[config.mk]
export PLATFORM = sky130hd
export DESIGN_NAME = overcurrent_power_guard_flat
export DESIGN_NICKNAME = d
export VERILOG_FILES = /design/src/rtl/core/opg_pkg.sv /design/src/rtl/core/opg_if.sv /design/src/rtl/core/opg_cfg_regs.sv /design/src/rtl/core/opg_guard_core.sv /design/src/rtl/core/opg_out_reg.sv /design/src/rtl/core/overcurrent_power_guard.sv /design/src/flat_wrapper.sv
export SDC_FILE = /design/constraint.sdc
export NUM_CORES = 1
export LEC_CHECK = 0
export ABC_AREA = 0
export ABC_CLOCK_PERIOD_IN_PS = 4310
export BUFFER_PORTS_ARGS = -buffer_cell sky130_fd_sc_hd__buf_2
export CELL_PAD_IN_SITES_DETAIL_PLACEMENT = 2
export CELL_PAD_IN_SITES_GLOBAL_PLACEMENT = 2
export CORE_UTILIZATION = 34
export CTS_CLUSTER_SIZE = 8
export DETAILED_ROUTE_END_ITERATION = 7
export PLACE_DENSITY_LB_ADDON = 0.1
export REMOVE_ABC_BUFFERS = 1
export SLEW_MARGIN = 20
export SYNTH_ARGS = -nofsm -noshare
export SYNTH_HDL_FRONTEND = slang
export SYNTH_SLANG_ARGS = --single-unit
[constraint.sdc]
create_clock -name clk -period 4.31 [get_ports clk]
set_input_delay 0.862 -clock clk [delete_from_list [all_inputs] [get_ports clk]]
set_output_delay 0.862 -clock clk [all_outputs]
set_load 0.01 [all_outputs]
[src/rtl/core/opg_pkg.sv]
package opg_pkg;

  localparam int SAMPLE_BITS = 12;
  localparam int TIMER_BITS = 14;
  localparam int CFG_DATA_BITS = (TIMER_BITS > SAMPLE_BITS) ? TIMER_BITS : SAMPLE_BITS;
  localparam int CFG_IDX_BITS = 3;

  localparam logic [1:0] MODE_OFF = 2'd0;
  localparam logic [1:0] MODE_ON = 2'd1;
  localparam logic [1:0] MODE_ALERT = 2'd2;
  localparam logic [1:0] MODE_OVERLOAD = 2'd3;

  localparam logic [CFG_IDX_BITS-1:0] CFG_OC_THRESHOLD = 3'd0;
  localparam logic [CFG_IDX_BITS-1:0] CFG_ALERT_WINDOW = 3'd1;
  localparam logic [CFG_IDX_BITS-1:0] CFG_OVERLOAD_TIMEOUT = 3'd2;
  localparam logic [CFG_IDX_BITS-1:0] CFG_CLEAN_WINDOW = 3'd3;
  localparam logic [CFG_IDX_BITS-1:0] CFG_MIN_BACKOFF = 3'd4;
  localparam logic [CFG_IDX_BITS-1:0] CFG_MAX_BACKOFF = 3'd5;

  localparam logic REQ_TICK = 1'b0;
  localparam logic REQ_COMMAND = 1'b1;

  localparam logic [SAMPLE_BITS-1:0] OC_THRESHOLD_RST = SAMPLE_BITS'(4095);
  localparam logic [TIMER_BITS-1:0] ALERT_WINDOW_RST = TIMER_BITS'(20);
  localparam logic [TIMER_BITS-1:0] OVERLOAD_TIMEOUT_RST = TIMER_BITS'(100);
  localparam logic [TIMER_BITS-1:0] CLEAN_WINDOW_RST = TIMER_BITS'(5000);
  localparam logic [TIMER_BITS-1:0] MIN_BACKOFF_RST = TIMER_BITS'(40);
  localparam logic [TIMER_BITS-1:0] MAX_BACKOFF_RST = TIMER_BITS'(10000);
  localparam logic [TIMER_BITS-1:0] TIMER_MAX = {TIMER_BITS{1'b1}};

  typedef struct packed {
    logic [SAMPLE_BITS-1:0] oc_threshold;
    logic [TIMER_BITS-1:0]  alert_window;
    logic [TIMER_BITS-1:0]  overload_timeout;
    logic [TIMER_BITS-1:0]  clean_window;
    logic [TIMER_BITS-1:0]  min_backoff;
    logic [TIMER_BITS-1:0]  max_backoff;
  } cfg_t;

  typedef struct packed {
    logic                   req_type;
    logic                   power_request;
    logic                   fault_level;
    logic [SAMPLE_BITS-1:0] current_sample;
  } item_t;

  typedef struct packed {
    logic                   power_enable;
    logic [1:0]             mode;
    logic                   fault_seen;
    logic                   overcurrent_seen;
    logic [SAMPLE_BITS-1:0] held_sample;
    logic [TIMER_BITS-1:0]  backoff_now;
  } res_t;

endpackage

[src/rtl/core/opg_if.sv]
interface opg_in_if;
  logic                           valid;
  logic                           ready;
  logic                           req_type;
  logic                           power_request;
  logic                           fault_level;
  logic [opg_pkg::SAMPLE_BITS-1:0] current_sample;

  modport source(output valid, output req_type, output power_request, output fault_level,
                 output current_sample, input ready);
  modport sink(input valid, input req_type, input power_request, input fault_level,
               input current_sample, output ready);
endinterface

interface opg_out_if;
  logic                           valid;
  logic                           ready;
  logic                           power_enable;
  logic [1:0]                     mode;
  logic                           fault_seen;
  logic                           overcurrent_seen;
  logic [opg_pkg::SAMPLE_BITS-1:0] held_sample;
  logic [opg_pkg::TIMER_BITS-1:0]  backoff_now;

  modport source(output valid, output power_enable, output mode, output fault_seen,
                 output overcurrent_seen, output held_sample, output backoff_now,
                 input ready);
  modport sink(input valid, input power_enable, input mode, input fault_seen,
               input overcurrent_seen, input held_sample, input backoff_now,
               output ready);
endinterface

[src/rtl/core/opg_cfg_regs.sv]
module opg_cfg_regs (
  input  logic                              clk,
  input  logic                              rst_n,
  input  logic                              cfg_we,
  input  logic [opg_pkg::CFG_IDX_BITS-1:0]  cfg_index,
  input  logic [opg_pkg::CFG_DATA_BITS-1:0] cfg_data,
  output opg_pkg::cfg_t                     cfg
);
  import opg_pkg::*;

  cfg_t cfg_r;
  cfg_t cfg_nxt;

  always_comb begin
    cfg_nxt = cfg_r;
    if (cfg_we) begin
      // out-of-range indexes fall through and change nothing
      case (cfg_index)
        CFG_OC_THRESHOLD:     cfg_nxt.oc_threshold = cfg_data[SAMPLE_BITS-1:0];
        CFG_ALERT_WINDOW:     cfg_nxt.alert_window = cfg_data[TIMER_BITS-1:0];
        CFG_OVERLOAD_TIMEOUT: cfg_nxt.overload_timeout = cfg_data[TIMER_BITS-1:0];
        CFG_CLEAN_WINDOW:     cfg_nxt.clean_window = cfg_data[TIMER_BITS-1:0];
        CFG_MIN_BACKOFF:      cfg_nxt.min_backoff = cfg_data[TIMER_BITS-1:0];
        CFG_MAX_BACKOFF:      cfg_nxt.max_backoff = cfg_data[TIMER_BITS-1:0];
        default: ;
      endcase
    end
  end

  always_ff @(posedge clk) begin
    if (!rst_n) begin
      cfg_r.oc_threshold <= OC_THRESHOLD_RST;
      cfg_r.alert_window <= ALERT_WINDOW_RST;
      cfg_r.overload_timeout <= OVERLOAD_TIMEOUT_RST;
      cfg_r.clean_window <= CLEAN_WINDOW_RST;
      cfg_r.min_backoff <= MIN_BACKOFF_RST;
      cfg_r.max_backoff <= MAX_BACKOFF_RST;
    end else begin
      cfg_r <= cfg_nxt;
    end
  end

  assign cfg = cfg_r;

endmodule

[src/rtl/core/opg_guard_core.sv]
module opg_guard_core (
  input  logic          clk,
  input  logic          rst_n,
  input  opg_pkg::cfg_t cfg,
  opg_in_if.sink        in_ch,
  output logic          res_valid,
  input  logic          res_ready,
  output opg_pkg::res_t res
);
  import opg_pkg::*;

  logic                   s1_valid_r;
  item_t                  s1_item_r;
  logic                   s1_fire;

  logic [1:0]             mode_r, mode_nxt;
  logic [TIMER_BITS-1:0]  elapsed_r, elapsed_nxt;
  logic [TIMER_BITS-1:0]  backoff_r, backoff_nxt;
  logic [SAMPLE_BITS-1:0] hold_r, hold_nxt;

  logic [TIMER_BITS-1:0]  elapsed_inc;
  logic [TIMER_BITS:0]    backoff_dbl;
  logic                   fault;
  logic                   over;
  logic                   problem;
  logic [1:0]             target;

  assign s1_fire = s1_valid_r && res_ready;
  assign in_ch.ready = !s1_valid_r || res_ready;
  assign res_valid = s1_valid_r;

  always_ff @(posedge clk) begin
    if (!rst_n) begin
      s1_valid_r <= 1'b0;
    end else if (in_ch.ready) begin
      s1_valid_r <= in_ch.valid;
    end
  end

  always_ff @(posedge clk) begin
    if (in_ch.ready && in_ch.valid) begin
      s1_item_r.req_type <= in_ch.req_type;
      s1_item_r.power_request <= in_ch.power_request;
      s1_item_r.fault_level <= in_ch.fault_level;
      s1_item_r.current_sample <= in_ch.current_sample;
    end
  end

  assign elapsed_inc = (elapsed_r == TIMER_MAX) ? elapsed_r : elapsed_r + 1'b1;
  assign backoff_dbl = {backoff_r, 1'b0};
  assign target = s1_item_r.power_request ? MODE_ON : MODE_OFF;

  always_comb begin
    mode_nxt = mode_r;
    elapsed_nxt = elapsed_r;
    backoff_nxt = backoff_r;
    hold_nxt = hold_r;
    fault = 1'b0;
    over = 1'b0;
    problem = 1'b0;
    if (s1_item_r.req_type == REQ_COMMAND) begin
      mode_nxt = target;
    end else begin
      fault = !s1_item_r.fault_level;
      over = s1_item_r.current_sample > cfg.oc_threshold;
      problem = fault || over;
      elapsed_nxt = elapsed_inc;
      case (mode_r)
        MODE_OFF: begin
          backoff_nxt = cfg.min_backoff;
        end
        MODE_ON: begin
          hold_nxt = s1_item_r.current_sample;
          if (problem) begin
            mode_nxt = MODE_ALERT;
          end else if (elapsed_inc > cfg.clean_window) begin
            backoff_nxt = cfg.min_backoff;
          end
        end
        MODE_ALERT: begin
          hold_nxt = s1_item_r.current_sample;
          if (problem) begin
            if (elapsed_inc >= cfg.overload_timeout) mode_nxt = MODE_OVERLOAD;
          end else if (elapsed_inc > cfg.alert_window) begin
            mode_nxt = MODE_ON;
          end
        end
        default: begin
          if (elapsed_inc >= backoff_r) begin
            // doubled wait, clamped to the ceiling
            if (backoff_dbl > {1'b0, cfg.max_backoff}) begin
              backoff_nxt = cfg.max_backoff;
            end else begin
              backoff_nxt = backoff_dbl[TIMER_BITS-1:0];
            end
            mode_nxt = MODE_ALERT;
          end
        end
      endcase
    end
    if (mode_nxt != mode_r) elapsed_nxt = '0;
  end

  always_ff @(posedge clk) begin
    if (!rst_n) begin
      mode_r <= MODE_OFF;
      elapsed_r <= '0;
      backoff_r <= MIN_BACKOFF_RST;
      hold_r <= '0;
    end else if (s1_fire) begin
      mode_r <= mode_nxt;
      elapsed_r <= elapsed_nxt;
      backoff_r <= backoff_nxt;
      hold_r <= hold_nxt;
    end
  end

  always_comb begin
    res.power_enable = (mode_nxt == MODE_ON) || (mode_nxt == MODE_ALERT);
    res.mode = mode_nxt;
    res.fault_seen = fault;
    res.overcurrent_seen = over;
    res.held_sample = hold_nxt;
    res.backoff_now = backoff_nxt;
  end

  a_mode_change_clears_elapsed: assert property (@(posedge clk) disable iff (!rst_n)
    (s1_fire && mode_nxt != mode_r) |=> elapsed_r == '0)
    else $error("elapsed time not cleared on mode change");

  a_state_holds_without_request: assert property (@(posedge clk) disable iff (!rst_n)
    !s1_fire |=> $stable(mode_r) && $stable(elapsed_r) && $stable(backoff_r))
    else $error("guard state moved without a request");

  a_off_tick_resets_backoff: assert property (@(posedge clk) disable iff (!rst_n)
    (s1_fire && s1_item_r.req_type == REQ_TICK && mode_r == MODE_OFF)
      |=> backoff_r == $past(cfg.min_backoff))
    else $error("backoff not at minimum after a tick in off mode");

  a_command_sets_mode: assert property (@(posedge clk) disable iff (!rst_n)
    (s1_fire && s1_item_r.req_type == REQ_COMMAND) |=> mode_r == $past(target))
    else $error("power command did not set the mode");

endmodule

[src/rtl/core/opg_out_reg.sv]
module opg_out_reg (
  input  logic          clk,
  input  logic          rst_n,
  input  logic          res_valid,
  output logic          res_ready,
  input  opg_pkg::res_t res,
  opg_out_if.source     out_ch
);
  import opg_pkg::*;

  logic out_valid_r;
  res_t out_data_r;

  // result register frees up in the same cycle it is taken
  assign res_ready = !out_valid_r || out_ch.ready;

  always_ff @(posedge clk) begin
    if (!rst_n) begin
      out_valid_r <= 1'b0;
    end else if (res_ready) begin
      out_valid_r <= res_valid;
    end
  end

  always_ff @(posedge clk) begin
    if (res_ready && res_valid) out_data_r <= res;
  end

  assign out_ch.valid = out_valid_r;
  assign out_ch.power_enable = out_data_r.power_enable;
  assign out_ch.mode = out_data_r.mode;
  assign out_ch.fault_seen = out_data_r.fault_seen;
  assign out_ch.overcurrent_seen = out_data_r.overcurrent_seen;
  assign out_ch.held_sample = out_data_r.held_sample;
  assign out_ch.backoff_now = out_data_r.backoff_now;

  a_result_lands: assert property (@(posedge clk) disable iff (!rst_n)
    (res_valid && res_ready) |=> out_valid_r)
    else $error("taken result did not reach the output register");

  a_stall_holds_result: assert property (@(posedge clk) disable iff (!rst_n)
    (out_valid_r && !out_ch.ready) |=> out_valid_r && $stable(out_data_r))
    else $error("stalled result lost or changed");

  a_no_take_while_stalled: assert property (@(posedge clk) disable iff (!rst_n)
    (out_valid_r && !out_ch.ready) |-> !res_ready)
    else $error("core result taken while output register is full");

endmodule

[src/rtl/core/overcurrent_power_guard.sv]
// a taken request sits in the input register, is worked out in one combinational
// pass and lands in the result register once that register can take it
// throughput: one request per cycle while out_ch.ready is high; a stalled result
// holds both registers and drops in_ch.ready
// reset (synchronous, rst_n low): channels empty, mode off, elapsed 0,
// backoff 40, held sample 0, configuration at its default values
module overcurrent_power_guard (
  input  logic                              clk,
  input  logic                              rst_n,
  opg_in_if.sink                            in_ch,
  opg_out_if.source                         out_ch,
  input  logic                              cfg_we,
  input  logic [opg_pkg::CFG_IDX_BITS-1:0]  cfg_index,
  input  logic [opg_pkg::CFG_DATA_BITS-1:0] cfg_data
);
  import opg_pkg::*;

  cfg_t cfg;
  res_t res;
  logic res_valid;
  logic res_ready;

  opg_cfg_regs u_cfg_regs (
    .clk       (clk),
    .rst_n     (rst_n),
    .cfg_we    (cfg_we),
    .cfg_index (cfg_index),
    .cfg_data  (cfg_data),
    .cfg       (cfg)
  );

  opg_guard_core u_guard_core (
    .clk       (clk),
    .rst_n     (rst_n),
    .cfg       (cfg),
    .in_ch     (in_ch),
    .res_valid (res_valid),
    .res_ready (res_ready),
    .res       (res)
  );

  opg_out_reg u_out_reg (
    .clk       (clk),
    .rst_n     (rst_n),
    .res_valid (res_valid),
    .res_ready (res_ready),
    .res       (res),
    .out_ch    (out_ch)
  );

endmodule

[src/flat_wrapper.sv]
// flat-port wrapper written by rule: the top's interface ports become plain ports
module overcurrent_power_guard_flat import opg_pkg::*;
  (clk, rst_n, cfg_we, cfg_index, cfg_data, in_ch_valid, in_ch_req_type, in_ch_power_request, in_ch_fault_level, in_ch_current_sample, in_ch_ready, out_ch_valid, out_ch_power_enable, out_ch_mode, out_ch_fault_seen, out_ch_overcurrent_seen, out_ch_held_sample, out_ch_backoff_now, out_ch_ready);
  opg_in_if in_ch_i ();
  opg_out_if out_ch_i ();
  input  logic clk;
  input  logic rst_n;
  input  logic cfg_we;
  input  logic [opg_pkg::CFG_IDX_BITS-1:0] cfg_index;
  input  logic [opg_pkg::CFG_DATA_BITS-1:0] cfg_data;
  input wire logic [$bits(in_ch_i.valid)-1:0] in_ch_valid;
  input wire logic [$bits(in_ch_i.req_type)-1:0] in_ch_req_type;
  input wire logic [$bits(in_ch_i.power_request)-1:0] in_ch_power_request;
  input wire logic [$bits(in_ch_i.fault_level)-1:0] in_ch_fault_level;
  input wire logic [$bits(in_ch_i.current_sample)-1:0] in_ch_current_sample;
  output wire logic [$bits(in_ch_i.ready)-1:0] in_ch_ready;
  output wire logic [$bits(out_ch_i.valid)-1:0] out_ch_valid;
  output wire logic [$bits(out_ch_i.power_enable)-1:0] out_ch_power_enable;
  output wire logic [$bits(out_ch_i.mode)-1:0] out_ch_mode;
  output wire logic [$bits(out_ch_i.fault_seen)-1:0] out_ch_fault_seen;
  output wire logic [$bits(out_ch_i.overcurrent_seen)-1:0] out_ch_overcurrent_seen;
  output wire logic [$bits(out_ch_i.held_sample)-1:0] out_ch_held_sample;
  output wire logic [$bits(out_ch_i.backoff_now)-1:0] out_ch_backoff_now;
  input wire logic [$bits(out_ch_i.ready)-1:0] out_ch_ready;
  assign in_ch_i.valid = in_ch_valid;
  assign in_ch_i.req_type = in_ch_req_type;
  assign in_ch_i.power_request = in_ch_power_request;
  assign in_ch_i.fault_level = in_ch_fault_level;
  assign in_ch_i.current_sample = in_ch_current_sample;
  assign in_ch_ready = in_ch_i.ready;
  assign out_ch_valid = out_ch_i.valid;
  assign out_ch_power_enable = out_ch_i.power_enable;
  assign out_ch_mode = out_ch_i.mode;
  assign out_ch_fault_seen = out_ch_i.fault_seen;
  assign out_ch_overcurrent_seen = out_ch_i.overcurrent_seen;
  assign out_ch_held_sample = out_ch_i.held_sample;
  assign out_ch_backoff_now = out_ch_i.backoff_now;
  assign out_ch_i.ready = out_ch_ready;
  overcurrent_power_guard u_core (.clk(clk), .rst_n(rst_n), .in_ch(in_ch_i), .out_ch(out_ch_i), .cfg_we(cfg_we), .cfg_index(cfg_index), .cfg_data(cfg_data));
endmodule
**After elaboration in Yosys (flattened, before gate mapping)**

Index checks and enable logic that the tools add are counted.

- Flip-flop bits (word level): 172
- Input bits: 37
- Word-level logic and storage cells: 79

- Add/subtract/negate cells: 1
- $lt $le $gt $ge: 6
- Equal/unequal tests: 12
- Muxes and demuxes: 19
- Reductions and logical operators: 19

Operator list:

| operator | number |
|---|---|
| 14-bit 2-to-1 mux | 8 |
| 14-bit case mux with 3 select lines | 1 |
| 14-bit greater-or-equal comparator | 2 |
| 14-bit > comparator | 2 |
| 12-bit 2-to-1 mux | 2 |
| 15-bit by 14-bit > comparator with 1-bit output | 1 |
| 14-bit by 1-bit adder with 14-bit output (second input constant) | 1 |
| 14-bit == test (second input constant) | 1 |
| 2-bit AND reduction | 7 |
| 12-bit > comparator | 1 |
| 2-bit 2-to-1 mux | 6 |
| 3-bit by 2-bit == test with 1-bit output (second input constant) | 2 |
| 3-bit == test (second input constant) | 2 |
| 2-bit case mux with 3 select lines | 1 |
| 2-bit by 1-bit == test with 1-bit output (second input constant) | 2 |
| 2-bit == test (second input constant) | 2 |
| 1-bit logical OR | 4 |
| 3-bit by 1-bit == test with 1-bit output (second input constant) | 1 |
| 1-bit zero test | 3 |
| 3-bit zero test | 1 |
| 1-bit logical AND | 2 |
| 2-bit zero test | 1 |
| 2-bit by 1-bit inequality test with 1-bit output (second input constant) | 1 |
| 2-bit inequality test | 1 |
| 2 further kinds | 2 |

**Depth between registers and ports, before layout**

- Word-level depth: 10
- Depth in mapped cells: 19
- Gate-level depth less buffers: 17

**Modules after synthesis**

A second synthesis with hierarchy kept.

- Cell total of the unflattened synthesis: 996
- Area, all modules: 9,544.2 µm²

Modules (own cells, without submodules):

| module | instances | cells each | area each (µm²) |
|---|---|---|---|
| opg_guard_core | 1 | 653 | 5,347.6 |
| opg_cfg_regs | 1 | 307 | 3,208.1 |
| opg_out_reg | 1 | 36 | 988.4 |

**Worst setup path before layout**

Ideal clock, no wire load.

- Path kind: reg2reg
- Start: reg u_core.u_guard_core.elapsed_r[1]
- End: reg u_core.u_out_reg.out_data_r, in the netlist u_core.u_out_reg.out_ch.backoff_now[10] (data pin)
- Setup time: 268 ps
- Data arrival time: 3,839 ps
- Required time: 4,042 ps
- Setup slack: 203 ps
- Stages on the path, launching flop included: 20
- Path buffers: 2
- Cell sequence: dfxtp_1 ha_1 nand4_1 or4_1 buf_4 nand2_1 nor2_1 nand2_1 xnor2_1 ha_1 and3_1 a221o_1 a21o_1 a211o_1 o211ai_1 a21oi_1 a22o_1 buf_2 a2bb2oi_1 o21ai_0

RTL lines:

| item | RTL line | RTL |
|---|---|---|
| start: declaration | opg_guard_core.sv:17 | `logic [TIMER_BITS-1:0] elapsed_r, elapsed_nxt;` |
| start signal: assignment | opg_guard_core.sv:112 | `elapsed_r <= elapsed_nxt;` |
| end signal: assignment | opg_out_reg.sv:26 | `if (res_ready && res_valid) out_data_r <= res;` |
| end: declaration | opg_out_reg.sv:12 | `res_t out_data_r;` |

==> reports/qor.csv <==
metric,value,unit
worst r2r path cells,18,
global-route usage over all layers,0.239,
fin crit share,0.966,
mapped cell area,9010,sq um
top sig layer,met4,
max_cap viols,0,
initial antenna violation count,0,
I/O pins,70,
CP Launch Type,flip-flop,
Lkg Pwr,0.00449,uW
initial core utilization,0.346,
nets,1239,
average cell area after synthesis,8.83,sq um
Async SR Flop Fraction,0,
Highest Clock Rate,240,MHz
Die Footprint,27200,sq um
critical path arrival,4.34,ns
CTS tree,yes,
min cycle time layout,4.16,ns
drt pass-1 iters,4,
share of layout cells above drive strength 1,0.193,
CTS sink count,172,
met3 wire len,586,microns
htree depth,4,
FF/Latch Area,3910,sq um
Worst Path Buf+Inv,2,
post-synthesis register bit count,172,
outcome,"complete, no violations",
CP cell instances,ha_1 -> nand4_1 -> or4_4 -> nand2_4 -> nor2_1 -> xor2_1 -> buf_4 -> ha_1 -> and3_1 -> a221o_1 -> a21o_1 -> a211o_1 -> o211ai_1 -> a21oi_2 -> a22o_1 -> buf_12 -> a2bb2oi_2 -> o21ai_0,
WP depth,18,
worst hold slack,0.461,ns
largest net degree at the start of global routing,62,
post-layout util,0.421,
maximum vdd drop,194,uV
GP Congestion,0.813,
Vias/cell,5.40,
Worst EP required,4.49,ns
DRT antenna net count,0,
Worst setup EP type,flip-flop,
IO buf count,69,
Fill cells,2909,
Clock transition at path regs,0.08,ns
Slew HR,0.283,
vias in the first global route,8599,
worst skew pair latency,0.44,ns
CP Class,reg2reg,
area grow syn2layout,21.6,%
area of the multi-input gates,4850,sq um
ys flop type,dfxtp_1,
Setup Viol. Count Final,0,
critical path peak fanout,13,
die height,165,microns
YS warnings,0,
Worst R2R End,u_core.u_out_reg.out_ch.backoff_now[10],
FF-to-FF Start,u_core.u_guard_core.elapsed_r[0],
internal reg-to-reg setup slack,0.15,ns
total congestion overflow,0,
DRC,0,
Setup Skew,0.0148,ns
Hold/Removal Path Class,reg2reg,
Placed Area,10000,sq um
CP max stage delay,0.48,ns
total number of vias,7924,
CTS root buf,clkbuf_16,
pwr dens,336,nW/um^2
n_diodes,0,
Core Box Area,26100,sq um
Post-synth EDFFs,46,
Synth cell types,62,
hold-fix buffers at CTS,0,
worst slew pin tran,1.08,ns
Max Slew Vio Count,0,
CP most frequent cell,ha_1,
Die Wd,165,microns
sequential area share after synthesis,0.433,
average routed wire per standard cell,21.2,microns
M1 wire length,14400,microns
Critical path origin,u_core.u_guard_core.elapsed_r[0],
slowest cell on the critical path,or4_4,
Post-Syn Instances,1020,
clock buffer depth,2,
"delay-heaviest family, CP",compound AO/OA/AOI/OAI gates,
DR iter-0 viols,317,
Hold Fails Final Rpt,0,
post-detail-place hpwl,22900,microns
Critical path destination,u_core.u_out_reg.out_ch.backoff_now[10],
drt total wl,31100,microns
first-pass GRT wire length,48600,microns
CTS Buf Count,17,
WL met2,15600,microns
row count,59,
setup TNS,0,ns
final instance area,11000,sq um
worst reg2reg max path, delay by kind of cell (launching register included):
family | cells | cell delay (ns)
xor gates and xnor gates | 1 | 0.22
DFF | 1 | 0.34
AOI/OAI and AO/OA | 8 | 1.62
buffers and inverters | 2 | 0.35
adders and majority gates | 2 | 0.40
and+or+nand+nor | 5 | 0.97
final cells by class:
cell class	count	area share
flip-flops and latches	172	0.356
clock inverters	15	0.0175
clock buffers	17	0.0388
inverters	87	0.0299
multi-input cells	713	0.443
well taps	335	0.0382
repair buffers	129	0.0767
cells in the final DEF (no fill, tap or decap), drive strengths merged, types with 6 or more instances in the layout:
| cell | netlist | layout |
|---|---|---|
| xnor2 | 7 | 7 |
| nor2b | 11 | 11 |
| nor2 | 40 | 40 |
| o211ai | 32 | 32 |
| o21ai | 30 | 30 |
| ha | 82 | 82 |
| o21a | 6 | 6 |
| a32oi | 13 | 13 |
| inv | 86 | 92 |
| nand2b | 6 | 6 |
| o32ai | 11 | 11 |
| and3 | 7 | 7 |
| nand3 | 24 | 24 |
| a211oi | 8 | 8 |
| a21oi | 100 | 100 |
| nand4 | 12 | 12 |
| and2 | 6 | 6 |
| a2bb2oi | 13 | 13 |
| clkbuf | 39 | 17 |
| mux2i | 13 | 13 |
| clkinv | 1 | 10 |
| nor3 | 10 | 10 |
| dfxtp | 126 | 126 |
| nand2 | 211 | 211 |
| buf | 9 | 129 |
| edfxtp | 46 | 46 |
| mux2 | 15 | 15 |
state kept, by name, indices dropped and copies added, names as in the netlist:
name,cells
u_core.u_guard_core.backoff_r,14
u_core.u_out_reg.out_ch.power_enable,1
u_core.u_guard_core.elapsed_r,14
u_core.u_out_reg.out_ch.held_sample,12
u_core.u_out_reg.out_ch.overcurrent_seen,1
u_core.u_guard_core.res_valid,1
u_core.u_out_reg.out_ch.fault_seen,1
u_core.u_out_reg.out_ch.valid,1
u_core.u_cfg_regs.cfg,82
u_core.u_guard_core.s1_item_r,15
u_core.u_guard_core.hold_r,12
u_core.u_out_reg.out_ch.backoff_now,14
u_core.u_guard_core.mode_r,2
u_core.u_out_reg.out_ch.mode,2
what timing repair did:
action / CTS / global route
buffers inserted: 1 / 1
gates resized for setup: 10 / 35
hold endpoints to repair: 0 / 0
pin swaps: 3 / 8
cloned: 0 / 0
endpoints found under the setup margin: 42 / 45
routing by layer:
layer  GRT usage  vias up
met3      0.0279       32
met2       0.417      100
li1            -     3796
met5           0        -
met1       0.307     3996
met4      0.0742        0
synth_stat cells (13+ instances only):
cell type | n | area [sq um]
mux2_2 | 15 | 169
dfxtp_1 | 126 | 2520
o211ai_1 | 32 | 240
nor2_1 | 40 | 150
inv_1 | 86 | 323
o21ai_0 | 30 | 150
ha_1 | 82 | 1030
clkbuf_1 | 39 | 146
a21oi_1 | 100 | 500
edfxtp_1 | 46 | 1380
a32oi_1 | 13 | 114
nand3_1 | 24 | 120
nand2_1 | 211 | 792
a2bb2oi_1 | 13 | 114
mux2i_1 | 13 | 130
cells by family (layout without fill, tap and decap cells):
family,Yosys count,after routing,synth area share
simple gates,343,343,0.168
compound gates,249,249,0.181
flops,172,172,0.433
buf+inv,135,248,0.0579
fa+ha+maj,82,82,0.114
mux,28,28,0.0332
xor+xnor,11,11,0.0128
per-stage QoR:
stage	instances	setup WS (ns)	power, uW
CTS	1467	-0.0109	3720
global route	1468	-0.0410	3830
finish	1468	0.146	3680
floorplan	972	-0.258	1920
detailed placement	1434	-0.214	2080
global placement	1434	0.00375	2070
where the power goes:
group / internal (uW) / switching [uW]
Clock: 796 / 828
Sequential: 1710 / 27.2
Combinational: 112 / 216
Total: 2610 / 1070
worst min-delay path by stage:
stage | from | endpoint | slack [ns] | cells past startpoint
5_1_grt | u_core.u_cfg_regs.cfg[41] | u_core.u_cfg_regs.cfg[41] | 0.48 | 2
2_1_floorplan | u_core.u_guard_core.hold_r[0] | u_core.u_guard_core.hold_r[0] | 0.43 | 2
3_5_place_dp | u_core.u_guard_core.hold_r[6] | u_core.u_guard_core.hold_r[6] | 0.45 | 2
4_1_cts | u_core.u_guard_core.hold_r[6] | u_core.u_guard_core.hold_r[6] | 0.47 | 2
6_report | u_core.u_cfg_regs.cfg[66] | u_core.u_cfg_regs.cfg[66] | 0.46 | 2
3_3_place_gp | u_core.u_guard_core.hold_r[5] | u_core.u_guard_core.hold_r[5] | 0.44 | 2
Note: power is estimated with default switching activity, not from simulation.
